===== config.mk =====
export PLATFORM = sky130hd
export DESIGN_NAME = rzs_queue
export DESIGN_NICKNAME = d
export VERILOG_FILES = /design/src/design/rzs_pkg.sv /design/src/design/rzs_queue.sv
export SDC_FILE = /design/constraint.sdc
export NUM_CORES = 1
export LEC_CHECK = 0
export BUFFER_PORTS_ARGS = -buffer_cell sky130_fd_sc_hd__buf_4
export CAP_MARGIN = 20
export CORE_MARGIN = 1
export CORE_UTILIZATION = 25
export DETAILED_ROUTE_END_ITERATION = 7
export PLACE_DENSITY_LB_ADDON = 0.08
export REMOVE_ABC_BUFFERS = 1
export SLEW_MARGIN = 20
export SYNTH_ARGS = -nofsm -noshare
export SYNTH_HDL_FRONTEND = slang
export SYNTH_SLANG_ARGS = --single-unit
export TNS_END_PERCENT = 100

===== constraint.sdc =====
create_clock -name clock -period 3.1 [get_ports clock]
set_clock_uncertainty 0.2 [all_clocks]
set_input_delay 0.155 -clock clock [delete_from_list [all_inputs] [get_ports clock]]
set_output_delay 0.155 -clock clock [all_outputs]
set_load 0.01 [all_outputs]

===== src/design/rzs_pkg.sv =====
`default_nettype none

package rzs_pkg;

   // Field widths fixed by the interface
   localparam int PRICE_W     = 24;
   localparam int SPREAD_W    = PRICE_W + 1;
   localparam int MAG_W       = PRICE_W;
   localparam int THR_W       = 12;
   localparam int THR_SQ_W    = 2 * THR_W;
   localparam int SIG_W       = 2;
   localparam int CSR_INDEX_W = 2;
   localparam int CSR_DATA_W  = THR_W;

   // Scale of the squared deviation against a squared Q8 threshold
   localparam int SQ_SHIFT = 16;

   // Result codes
   localparam logic [SIG_W-1:0] SIG_NONE  = 2'd0;
   localparam logic [SIG_W-1:0] SIG_HIGH  = 2'd1;
   localparam logic [SIG_W-1:0] SIG_LOW   = 2'd2;
   localparam logic [SIG_W-1:0] SIG_CLOSE = 2'd3;

   // Register indexes
   localparam logic [CSR_INDEX_W-1:0] REG_ENTRY = 2'd0;
   localparam logic [CSR_INDEX_W-1:0] REG_EXIT  = 2'd1;

   // Queue occupancy seen by both ends
   typedef struct packed {
      logic full;
      logic empty;
   } q_status_type;

endpackage

`default_nettype wire


===== src/design/rzs_queue.sv =====
`default_nettype none

module rzs_queue #(
   parameter int WIDTH = 8
) (
   input  wire logic                 clock,
   input  wire logic                 reset,
   input  wire logic                 push,
   input  wire logic [WIDTH-1:0]     wr_data,
   input  wire logic                 pop,
   output logic [WIDTH-1:0]          rd_data,
   output rzs_pkg::q_status_type     status
);

   localparam int DEPTH = 2;
   localparam int PTR_W = $clog2(DEPTH);
   localparam int CNT_W = $clog2(DEPTH + 1);

   logic [WIDTH-1:0] entry_ff [DEPTH];
   logic [PTR_W-1:0] wr_ptr_ff, wr_ptr_in;
   logic [PTR_W-1:0] rd_ptr_ff, rd_ptr_in;
   logic [CNT_W-1:0] count_ff, count_in;
   logic             do_push, do_pop;

   assign status.full  = (count_ff == CNT_W'(DEPTH));
   assign status.empty = (count_ff == '0);
   assign do_push      = push && !status.full;
   assign do_pop       = pop && !status.empty;
   assign rd_data      = entry_ff[rd_ptr_ff];

   always_comb begin
      wr_ptr_in = do_push ? wr_ptr_ff + 1'b1 : wr_ptr_ff;
      rd_ptr_in = do_pop ? rd_ptr_ff + 1'b1 : rd_ptr_ff;
      count_in  = count_ff;
      if (do_push && !do_pop) begin
         count_in = count_ff + 1'b1;
      end else if (do_pop && !do_push) begin
         count_in = count_ff - 1'b1;
      end
   end

   always_ff @(posedge clock) begin
      if (reset) begin
         wr_ptr_ff <= '0;
         rd_ptr_ff <= '0;
         count_ff  <= '0;
      end else begin
         wr_ptr_ff <= wr_ptr_in;
         rd_ptr_ff <= rd_ptr_in;
         count_ff  <= count_in;
      end
   end

   always_ff @(posedge clock) begin
      if (do_push) begin
         entry_ff[wr_ptr_ff] <= wr_data;
      end
   end

endmodule

`default_nettype wire


### Word-level counts from Yosys, hierarchy flattened

Memory sizes are Yosys's and may differ from the RTL's. A register that Yosys moved wholly into a read port is not among the register bits.
Cells that the tools add are included.

* add/subtract/negate cells: 4
* eq/ne operators: 1
* mux-type cells: 6
* reductions and logical operators: 10

Operators with widths (count)
* $logic_and 1x1->1: 4
* $logic_not 1->1: 4
* $mux 1: 4
* $mux 2: 2
* $add 1x1->1 const B: 2
* $add 2x1->2 const B: 1
* $eq 2x2->1 const B: 1
* $logic_not 2->1: 1
* $reduce_bool 2->1: 1
* $sub 2x1->2 const B: 1

* register bits after elaboration: 4
* bits in writable memories: 16
* input port bits: 12
* output and inout bits: 10
* word-level logic and storage cells: 25
* memories kept: 1

Memories
* entry_ff: depth 2, bits a word 8, read ports 1, clocked after memory_dff 1, write ports 1, RTL line rzs_queue.sv:19 `logic [WIDTH-1:0] entry_ff [DEPTH];`

### Longest topological paths before layout

Gate-level depths: netlist of run 1.

* word-level depth: 7
* depth in mapped cells: 6
* mapped depth without buffers: 6

### Worst setup path before layout of run 1

OpenSTA, ideal clock, no wires.

* kind: reg2reg
* start: reg count_ff[1]
* end: reg count_ff[1]
* library setup time: 0.070 ns
* arrival time: 1.442 ns
* required time: 2.830 ns
* setup slack: 1.388 ns
* cell stages (with the launch flop): 6
* path buffers: 0
* clock period less this slack: 1.712 ns
* path through: dfxtp_1 nor2b_2 nor2_1 ha_1 or3_1 a21oi_1

RTL lines
* from (decl): RTL line rzs_queue.sv:22 `logic [CNT_W-1:0] count_ff, count_in;`
* from (signal assigned): RTL line rzs_queue.sv:50 `count_ff <= count_in;`

### Worst setup path in the final report of run 1

* start: reg count_ff[1]
* end: reg count_ff[1]

* longest elaborated chain between the ends: 6
* elaborated cells between the ends (all ways): 15
* those cells by class: add/sub: 2; eq/ne: 1; mux: 2; reduce/logical: 10

RTL lines
* $eq 2x2->1 (*): RTL line rzs_queue.sv:25 `assign status.full = (count_ff == CNT_W'(DEPTH));`
* $logic_not 1->1 (*): RTL line rzs_queue.sv:27 `assign do_push = push && !status.full;`
* $logic_and 1x1->1 (*): RTL line rzs_queue.sv:27
* via do_push: RTL line rzs_queue.sv:23 `logic do_push, do_pop;`
* $logic_not 1->1: RTL line rzs_queue.sv:37 `end else if (do_pop && !do_push) begin`
* $logic_and 1x1->1: RTL line rzs_queue.sv:37
* $reduce_bool 2->1 (no line)

The timed path passes the listed nets; every way through them passes the cells marked *. The select of a mux whose other input is x is not followed.
A chain may end at the register's enable or synchronous reset.

==> results of run 1 <==
[layer usage]
| metal | track usage | share of wire | vias up |
|---|---|---|---|
| met5 | 0 | 0 | - |
| li1 | - | - | 245 |
| met3 | 0.0220 | 0.042 | 2 |
| met1 | 0.0917 | 0.43 | 229 |
| met4 | 0.0612 | 0.0089 | 0 |
| met2 | 0.148 | 0.52 | 12 |
[state kept, by name, indices dropped and copies added, names as in the netlist, named ones only]
register	count
rd_ptr_ff	1
count_ff	2
wr_ptr_ff	1
entry_ff	16
[power by group through the flow]
stage	Sequential, mW	Clock [mW]	Combinational, mW
after global placement	0.405	0	0.256
after floorplan	0.393	0	0.153
after global routing	0.404	0.151	0.291
after detailed placement	0.405	0	0.254
final	0.395	0.129	0.262
after CTS	0.397	0.137	0.265
[layout make-up]
type | count | area, µm² | area share
well taps | 44 | 55.1 | 0.0492
repair buffers | 30 | 248 | 0.221
multi-input cells | 26 | 200 | 0.179
flip-flops and latches | 21 | 581 | 0.519
clock inverters | 1 | 5.00 | 0.00447
clock buffers | 3 | 22.5 | 0.0201
inverters | 2 | 7.51 | 0.00671
[tightest hold or removal path: cells and delay by family]
kind                   cells  cell delay [ns]
AOI/OAI and AO/OA          2             0.21
buffers and inverters      2             0.12
[how the worst max path moves through the flow]
stage | endpoint | slack, ns | cells after the start
after floorplan | count_ff[1] | 1.39 | 5
after global placement | count_ff[1] | 1.38 | 5
after detailed placement | count_ff[1] | 1.33 | 4
after CTS | count_ff[1] | 1.29 | 5
after global routing | count_ff[1] | 1.17 | 5
final | count_ff[1] | 1.29 | 5
[placed cells by master, fill, tap and decap left out, types with 2 or more instances in the layout]
cell type and count:
inv_1 2, or3_1 2, clkbuf_4 3, dfxtp_1 5, buf_4 21, nor2_1 5
a21oi_1 2, o21ai_0 3, dlygate4sd3_1 9, mux2_2 8, xor2_1 3, edfxtp_1 16
[kinds of logic after synthesis]
kind of cell / after synthesis / share of synthesized area
DFF: 21 / 0.732
AOI/OAI and AO/OA: 5 / 0.0315
adders and majority gates: 1 / 0.0158
and+or+nand+nor: 9 / 0.0584
xor gates and xnor gates: 3 / 0.0331
buffers and inverters: 3 / 0.0158
muxes: 8 / 0.114
==> flow_summary_export.csv, run 1 <==
group,metric,value,unit
status,status,"completed",
timing,layout_setup_ws,1.29,ns
timing,setup_viol,0,
cts,cts_setup_buffers,0,
routing,routed_wl,1340,µm
placement,place_ws,1.33,ns
min_path,hp-start,"push",
cts,clk_latency,0.30,ns
logic_synthesis,synth_top_area_frac,0.606,
timing,slew_violations,0,
cts,cts_buffers,3,
finish,final_util,0.369,
logic_synthesis,ys.flop_type,"edfxtp_1",
critical_path,startpoint,"count_ff[1]",
run,max_cap_violations,0,
global_route,antenna_found_initial,0,
cts,tritoncts,"yes",
global_route,grt_pass1_wl,2070,µm
cts,cts-root-buf,"clkbuf_4",
critical_path,cp.arrival,1.84,ns
critical_path,critPathSlowestCell,"dfxtp_1",
timing,slew_headroom,0.697,
cts,ctsHtreeMaxLevel,1,
critical_path,slowest_delay,0.39,ns
power_and_ir_drop,internal-power,0.553,mW
logic_synthesis,synth.area.top_cells,"edfxtp_1 (61%), dfxtp_1 (13%), mux2_2 (11%)",
logic_synthesis,ys_ff_latch,21,
cts,cts_hold_buf,9,
routing,drtIter0Drc,4,
critical_path,path_buf_inv,0,
placement,dpl_cell_area,1000,µm²
critical_path,critical_path.reg2reg.endpoint,"count_ff[1]",
routing,final_antenna_net_count,0,
logic_synthesis,synth.avg_cell_area,15.9,µm²
power_and_ir_drop,p_switching,0.233,mW
cts,cts_sinks,21,
logic_synthesis,yosysWarnings,0,
timing,rsz0062_at_grt,"false",
global_route,grt_max_degree,13,
routing,vias_per_cell,3.84,
placement,dp_hpwl,922,µm
finish,diodes,0,
routing,post-route-drc-count,0,
power_and_ir_drop,power.total,0.786,mW
critical_path,critical-path-top-delay-family,"simple AND/OR/NAND/NOR gates",
routing,first_pass_iters,2,
logic_synthesis,synthCells,50,
finish,area_growth,41.0,%
critical_path,worstReg2RegStart,"count_ff[1]",
placement,dpl.cell_count,114,
power_and_ir_drop,swShare,0.296,
global_route,grt.overflow.total,0,
floorplanning,die_h,58.3,µm
floorplanning,pin_count,22,
routing,vias,488,
logic_synthesis,ys_seq_area_frac,0.732,
cts,cts_resized,0,
finish,instances_no_fill,127,
timing,finalCritPeriodShare,0.583,
logic_synthesis,yosys.cell_count.top_type,"edfxtp_1",
critical_path,ff2ff_path_depth,5,
critical_path,cp_max_fo,5,
cts,clk_pin_slew,0.12,ns
timing,tightestPinTransition,0.455,ns
power_and_ir_drop,ir_drop,0.249,mV
logic_synthesis,synth_edf_count,16,
global_route,grt_pass1_vias,490,
floorplanning,die_area,3400,µm²
logic_synthesis,synth.distinct_cells,13,
logic_synthesis,netlist_area,793,µm²
critical_path,reg2reg_slack,1.29,ns
power_and_ir_drop,power_frac_seq,0.503,
min_path,min_to,"wr_ptr_ff",
power_and_ir_drop,p_comb_frac,0.334,
min_path,holdPathStages,4,
critical_path,start_kind,"flip-flop",
finish,layout.nets,97,
min_path,hp-class,"input port to flip-flop",
logic_synthesis,async_flop_share,0,
finish,num-fill-cells,302,
global_route,grt_usage,0.0859,
timing,fin_crit,1.81,ns
routing,routedWlPerCell,10.6,µm
timing,holdWs,0.0161,ns
timing,final_hold_viol_count,0,
power_and_ir_drop,p_per_area,703,nW/µm²
timing,tns,0,ns
floorplanning,core_area,3030,µm²
logic_synthesis,synth_area_leader_cell,"edfxtp_1",
critical_path,critPathKind,"flip-flop to flip-flop",
cts,clockBufferDepth,2,
timing,fmax,553,MHz
critical_path,critPathRequiredTime,3.13,ns
finish,drive_gt1_frac,0.410,
finish,design_area,1120,µm²
logic_synthesis,synth_commonest_cells,"edfxtp_1 (16), mux2_2 (8), dfxtp_1 (5), nor2_1 (5)",
floorplanning,start_util,0.262,
power_and_ir_drop,power_frac_clock,0.164,
placement,io_buffers,21,
power_and_ir_drop,power.leakage,0.436,nW
floorplanning,fp.dieW,58.3,µm
placement,place_congestion,0.617,
floorplanning,placementRows,20,
critical_path,crit_chain,"nor2b_2, nor2_1, ha_1, or3_1, a21oi_1",
critical_path,cp-end-kind,"flip-flop",
No activity file was read; power rests on OpenSTA's default activity.
==> inputs of run 2 (changes only) <==
--- a/config.mk
+++ b/config.mk
@@ -5,6 +5,7 @@
 export SDC_FILE = /design/constraint.sdc
 export NUM_CORES = 1
 export LEC_CHECK = 0
+export ABC_AREA = 1
 export BUFFER_PORTS_ARGS = -buffer_cell sky130_fd_sc_hd__buf_4
 export CAP_MARGIN = 20
 export CORE_MARGIN = 1
==> constraint.sdc (replaced) <==
create_clock -name clock -period 1.5 [get_ports clock]
set_clock_uncertainty 0.2 [all_clocks]
set_input_delay 0.075 -clock clock [delete_from_list [all_inputs] [get_ports clock]]
set_output_delay 0.075 -clock clock [all_outputs]
set_load 0.01 [all_outputs]
==> run 2 against run 1 <==
Compared with the run above:
- synthesized cell count rose by 24%
- critical path depth fell by 3
- sequential share of layout area fell by 7.4 points
- worst hold slack improved by 0.0055 ns
- global-route usage rose by 0.98 points
- first-iteration DRC count rose to 3.3 times the previous value
- critical endpoint is now rd_data[1]
- routed wire length rose by 15%
==> flow_summary_export.csv, run 2 <==
group,metric,value,unit
finish,reg_top3,"entry_ff: 16 flops, count_ff: 2 flops",
floorplanning,fp.dieW,59.6,µm
cts,ctsHtreeMaxLevel,1,
run,max_cap_violations,0,
logic_synthesis,synth_area_leader_cell,"edfxtp_1",
finish,drive_gt1_frac,0.500,
logic_synthesis,synth.distinct_cells,16,
logic_synthesis,yosys.cell_count.top_type,"edfxtp_1",
logic_synthesis,synthCells,62,
routing,vias_per_cell,4.03,
placement,place_congestion,0.805,
placement,dp_hpwl,1080,µm
timing,holdWs,0.0216,ns
floorplanning,die_h,59.6,µm
global_route,grt_max_degree,13,
status,status,"completed",
timing,tightestPinTransition,0.166,ns
cts,clk_pin_slew,0.12,ns
timing,setup_viol,0,
finish,num-fill-cells,315,
power_and_ir_drop,p_comb_frac,0.424,
cts,tritoncts,"yes",
logic_synthesis,synth.avg_cell_area,13.4,µm²
finish,largest_reg_flops,16,
timing,fin_crit,1.49,ns
critical_path,path_buf_inv,1,
finish,ff_latch_area,587,µm²
timing,rsz0062_at_grt,"true",
critical_path,slowest_delay,0.46,ns
logic_synthesis,yosysWarnings,0,
critical_path,critPathRequiredTime,1.22,ns
routing,vias,596,
routing,final_antenna_net_count,0,
global_route,antenna_found_initial,0,
min_path,hp-start,"pop",
power_and_ir_drop,power_frac_seq,0.433,
power_and_ir_drop,swShare,0.310,
logic_synthesis,synth_top_area_frac,0.580,
cts,clockBufferDepth,2,
finish,layout_common_cells,"buf_4 (21), edfxtp_1 (16), dlygate4sd3_1 (10), nor2_1 (9)",
critical_path,crit_chain,"mux2_4, buf_6",
power_and_ir_drop,ir_drop,0.548,mV
critical_path,start_kind,"flip-flop",
routing,first_pass_iters,4,
finish,regMostFlops,"entry_ff",
finish,area_growth,59.4,%
critical_path,critPathSlowestCell,"dfxtp_4",
timing,tns,0,ns
cts,clk_latency,0.30,ns
power_and_ir_drop,p_switching,0.595,mW
floorplanning,pin_count,22,
min_path,hp-class,"input port to flip-flop",
routing,drtIter0Drc,13,
critical_path,worstReg2RegStart,"count_ff[1]",
critical_path,cp.arrival,1.22,ns
critical_path,cp_max_fo,8,
timing,slew_headroom,0.890,
logic_synthesis,synth.area.top_cells,"edfxtp_1 (58%), dfxtp_1 (12%), mux2_2 (11%)",
routing,routedWlPerCell,10.5,µm
global_route,grt_usage,0.0958,
finish,multi_input_area,267,µm²
logic_synthesis,async_flop_share,0,
routing,post-route-drc-count,0,
finish,layout_commonest_cell,"buf_4",
critical_path,ff2ff_path_depth,7,
logic_synthesis,netlist_area,828,µm²
placement,place_ws,0.0397,ns
min_path,holdPathStages,5,
finish,final_util,0.425,
logic_synthesis,ys.flop_type,"edfxtp_1",
routing,routed_wl,1550,µm
floorplanning,start_util,0.267,
logic_synthesis,synth_edf_count,16,
power_and_ir_drop,internal-power,1.33,mW
logic_synthesis,ys_seq_area_frac,0.701,
cts,cts_setup_buffers,0,
power_and_ir_drop,power.leakage,0.549,nW
timing,fmax,671,MHz
cts,cts_buffers,3,
critical_path,critPathKind,"flip-flop to output port",
critical_path,reg2reg_slack,0.10,ns
placement,io_buffers,21,
power_and_ir_drop,power_frac_clock,0.143,
finish,layout.nets,118,
finish,diodes,0,
floorplanning,core_area,3100,µm²
critical_path,critical-path-top-delay-family,"flip-flops",
power_and_ir_drop,p_per_area,1460,nW/µm²
cts,cts_sinks,21,
floorplanning,placementRows,20,
global_route,grt_pass1_wl,2350,µm
timing,slew_violations,0,
cts,cts-root-buf,"clkbuf_4",
global_route,grt.overflow.total,0,
logic_synthesis,ys_ff_latch,21,
critical_path,cp-end-kind,"output port",
global_route,grt_pass1_vias,574,
timing,finalCritPeriodShare,0.994,
floorplanning,die_area,3550,µm²
timing,final_hold_viol_count,0,
timing,layout_setup_ws,0.00893,ns
logic_synthesis,synth_commonest_cells,"edfxtp_1 (16), nor2_1 (9), mux2_2 (8)",
critical_path,critical_path.reg2reg.endpoint,"count_ff[0]",
==> run 2: metrics by stage <==
stage	power [mW]	cells	area, µm²
finish	1.92	148	1320
global route	2.06	148	1320
CTS	1.77	148	1230
detailed placement	1.47	134	1100
global placement	1.47	134	1100
floorplan	1.15	61	823
==> run 2: worst max path at each step <==
| stage | depth (start not counted) | start | to | slack, ns |
|---|---|---|---|---|
| final | 2 | flip-flop | rd_data[1] | 0.009 |
| after global routing | 2 | flip-flop | rd_data[1] | -0.04 |
| after CTS | 2 | flip-flop | rd_data[1] | -0.03 |
| after detailed placement | 9 | count_ff[1] | count_ff[1] | 0.04 |
| after global placement | 9 | count_ff[1] | count_ff[1] | 0.05 |
| after floorplan | 2 | count_ff[0] | entry_ff[1][0] | -0.02 |
==> run 2: worst register-to-register path: stages, from the launching register on <==
cell,delay (ns)
dfxtp_2,0.35
inv_2,0.05
o21ai_4,0.14
inv_2,0.07
ha_4,0.27
inv_4,0.03
o21ai_0,0.14
a21oi_1,0.06
==> run 2: routing by layer <==
metal	track usage	vias up	part of all wire	wire (µm)
met1	0.0963	284	0.41	631
met5	0	-	0	0
met2	0.167	13	0.53	815
met3	0.0284	4	0.044	68
li1	-	295	-	-
met4	0.0698	0	0.021	33
==> run 2: cell type report <==
cell class	instances	share of cell area
flip-flops and latches	21	0.445
repair buffers	39	0.264
multi-input cells	31	0.202
well taps	44	0.0417
inverters	9	0.0275
clock buffers	3	0.0171
clock inverters	1	0.00379
==> run 2: kinds of logic (layout without fill, tap and decap cells) <==
| kind of cell | count (synthesis) | after routing | synth area share |
|---|---|---|---|
| AO/OA/AOI/OAI | 6 | 6 | 0.0453 |
| adder cells (fa/ha/maj) | 1 | 1 | 0.0151 |
| buffers and inverters | 10 | 52 | 0.0468 |
| flip-flops | 21 | 21 | 0.701 |
| multiplexers | 8 | 8 | 0.109 |
| AND/OR/NAND/NOR | 16 | 16 | 0.0831 |
==> run 2: repair_timing <==
item	4_1_cts	5_1_grt
cloned	0	0
hold endpoints to repair	21	0
endpoints found under the setup margin	8	15
resized for setup	2	24
hold buffers	10	0
pin swaps	0	3
==> run 2: power by group through the flow <==
| stage | Clock (mW) | Combinational, mW | Sequential, mW |
|---|---|---|---|
| after floorplan | 0 | 0.336 | 0.818 |
| after global placement | 0 | 0.651 | 0.818 |
| after detailed placement | 0 | 0.652 | 0.819 |
| after CTS | 0.289 | 0.675 | 0.809 |
| after global routing | 0.320 | 0.892 | 0.847 |
| final | 0.275 | 0.813 | 0.833 |
==> inputs of run 3 (changes only) <==
--- a/config.mk
+++ b/config.mk
@@ -8,7 +8,7 @@
 export ABC_AREA = 1
 export BUFFER_PORTS_ARGS = -buffer_cell sky130_fd_sc_hd__buf_4
 export CAP_MARGIN = 20
-export CORE_MARGIN = 1
+export CORE_MARGIN = 2
 export CORE_UTILIZATION = 25
 export DETAILED_ROUTE_END_ITERATION = 7
 export PLACE_DENSITY_LB_ADDON = 0.08
==> constraint.sdc (replaced) <==
create_clock -name clock -period 1.7 [get_ports clock]
set_clock_uncertainty 0.2 [all_clocks]
set_input_delay 0.085 -clock clock [delete_from_list [all_inputs] [get_ports clock]]
set_output_delay 0.085 -clock clock [all_outputs]
set_load 0.01 [all_outputs]
==> run 3 against run 2 <==
Compared with the run above:
- register-to-register slack better by 0.04 ns
- non-clock buffer count decreased by 4
- worst hold slack better by 0.28 ns
- sequential power decreased by 11%
- die area up 6.8%
- design area fell by 8.5%
- clock power is 17% lower
- via count is 8.2% lower
- highest routed layer unchanged
- sequential share of layout area rose by 3.9 points
- critical endpoint is now count_ff[1]
==> flow_summary_export.csv, run 3 (same netlist as run 2, synthesis figures left out) <==
group,metric,value,unit
status,status,"completed",
critical_path,critPathRequiredTime,1.74,ns
cts,cts_buffers,3,
floorplanning,placementRows,20,
cts,clockBufferDepth,2,
routing,met3_length,100,µm
cts,cts-root-buf,"clkbuf_4",
timing,fmax,642,MHz
power_and_ir_drop,power.leakage,0.488,nW
placement,dpl_cell_area,1050,µm²
timing,setup_viol,0,
critical_path,crit_chain,"inv_2, o21ai_4, inv_2, ha_1, inv_2, nand3_1, nand2_1, inv_1, nor2_1",
finish,layout_commonest_cell,"buf_4",
global_route,grt_pass1_vias,537,
critical_path,critical-path-top-delay-family,"flip-flops",
cts,clk_pin_slew,0.11,ns
routing,drtIter0Drc,7,
cts,tritoncts,"yes",
critical_path,path_buf_inv,4,
cts,cts_sinks,21,
critical_path,critPathSlowestCell,"dfxtp_2",
routing,post-route-drc-count,0,
timing,fin_crit,1.56,ns
run,max_cap_violations,0,
min_path,hp-class,"input port to flip-flop",
floorplanning,die_h,61.6,µm
critical_path,start_kind,"flip-flop",
routing,routed.top_layer,"met4",
finish,design_area,1210,µm²
routing,wl_met1,613,µm
timing,tns,0,ns
floorplanning,die_area,3790,µm²
timing,rsz0062_at_grt,"false",
cts,clk_latency,0.29,ns
critical_path,crit_top_cell,"inv_2",
placement,place_congestion,0.676,
finish,diodes,0,
power_and_ir_drop,p_per_area,1230,nW/µm²
floorplanning,pin_count,22,
routing,routed_wl,1350,µm
timing,slew_headroom,0.862,
critical_path,cp.arrival,1.59,ns
placement,dp_hpwl,995,µm
finish,area_growth,45.8,%
timing,slew_violations,0,
global_route,grt_usage,0.0850,
floorplanning,start_util,0.267,
routing,route.met2.wl,625,µm
timing,tightestPinTransition,0.206,ns
timing,finalCritPeriodShare,0.916,
finish,layout_common_cells,"buf_4 (24), edfxtp_1 (16), dlygate4sd3_1 (11), nor2_1 (9), mux2_2 (8)",
floorplanning,core_area,3100,µm²
placement,io_buffers,21,
global_route,grt.overflow.total,0,
floorplanning,fp.dieW,61.6,µm
finish,regMostFlops,"entry_ff",
global_route,grt_pass1_wl,2260,µm
power_and_ir_drop,ir_drop,0.567,mV
finish,largest_reg_flops,16,
routing,final_antenna_net_count,0,
cts,ctsHtreeMaxLevel,1,
routing,first_pass_iters,4,
routing,routedWlPerCell,9.40,µm
finish,layout.nets,114,
routing,vias_per_cell,3.80,
global_route,antenna_found_initial,0,
critical_path,cp_max_fo,4,
routing,vias,547,
finish,reg_top3,"entry_ff: 16 flops, count_ff: 2 flops",
critical_path,slowest_delay,0.38,ns
timing,final_hold_viol_count,0,
critical_path,cp-end-kind,"flip-flop",
global_route,grt_max_degree,13,
critical_path,critPathKind,"flip-flop to flip-flop",
finish,drive_gt1_frac,0.460,
[run 3: cell types whose count changed in the layout (fill, tap and decap cells not counted), sizes merged]
cell         delta
buf             -5
dlygate4sd3     +1
[run 3: worst reg2reg max path: cells and delay by family (launching register included)]
family          cells  cell delay (ns)
flops               1             0.38
buf+inv             4             0.23
compound gates      1             0.18
simple gates        3             0.23
fa+ha+maj           1             0.29
[run 3: final cells by class]
type / count / area, µm²
fillers: 326 / 1900
flip-flops and latches: 21 / 584
repair buffers: 35 / 290
multi-input cells: 31 / 216
well taps: 44 / 55.1
inverters: 9 / 33.8
clock buffers: 3 / 22.5
clock inverters: 1 / 5.00
[run 3: worst paths after layout]
check | depth (start not counted) | from | slack [ns] | endpoint
worst max-delay path | 9 | count_ff[1] | 0.14 | count_ff[1]
worst min-delay path | 2 | wr_data[6] | 0.30 | entry_ff[1][6]
worst max register to register | 9 | count_ff[1] | 0.14 | count_ff[1]
worst min register to register | 2 | wr_ptr_ff | 0.32 | wr_ptr_ff
[run 3: metal layers]
layer	vias to the layer above	GRT usage
li1	288	-
met1	242	0.0993
met2	15	0.132
met3	2	0.0483
met4	0	0.0274
met5	-	0
[run 3: report_power, final]
group          switching (mW)  internal, mW  total [mW]
Clock                   0.139        0.0876       0.227
Combinational           0.240         0.285       0.525
Sequential             0.0776         0.661       0.739
Total                   0.457          1.03        1.49
[run 3: stage by stage]
stage | hold WS, ns | utilization | worst slack, ns | total power [mW] | instances
final | 0.304 | 0.389 | 0.142 | 1.49 | 144
after detailed placement | 0.0755 | 0.339 | 0.0735 | 1.23 | 128
after floorplan | -0.0161 | - | 0.179 | 1.02 | 61
after global routing | 0.282 | 0.389 | 0.00258 | 1.62 | 144
after global placement | 0.0712 | 0.339 | 0.0656 | 1.23 | 128
after CTS | 0.292 | 0.383 | 0.0459 | 1.49 | 143
[run 3: repair_timing]
action                                  in CTS  in global routing
hold endpoints to repair                    21                  0
pin swaps                                    0                  1
hold buffers                                11                  0
endpoints found under the setup margin       8                  2
setup buffers                                0                  1
resized for setup                            1                  5
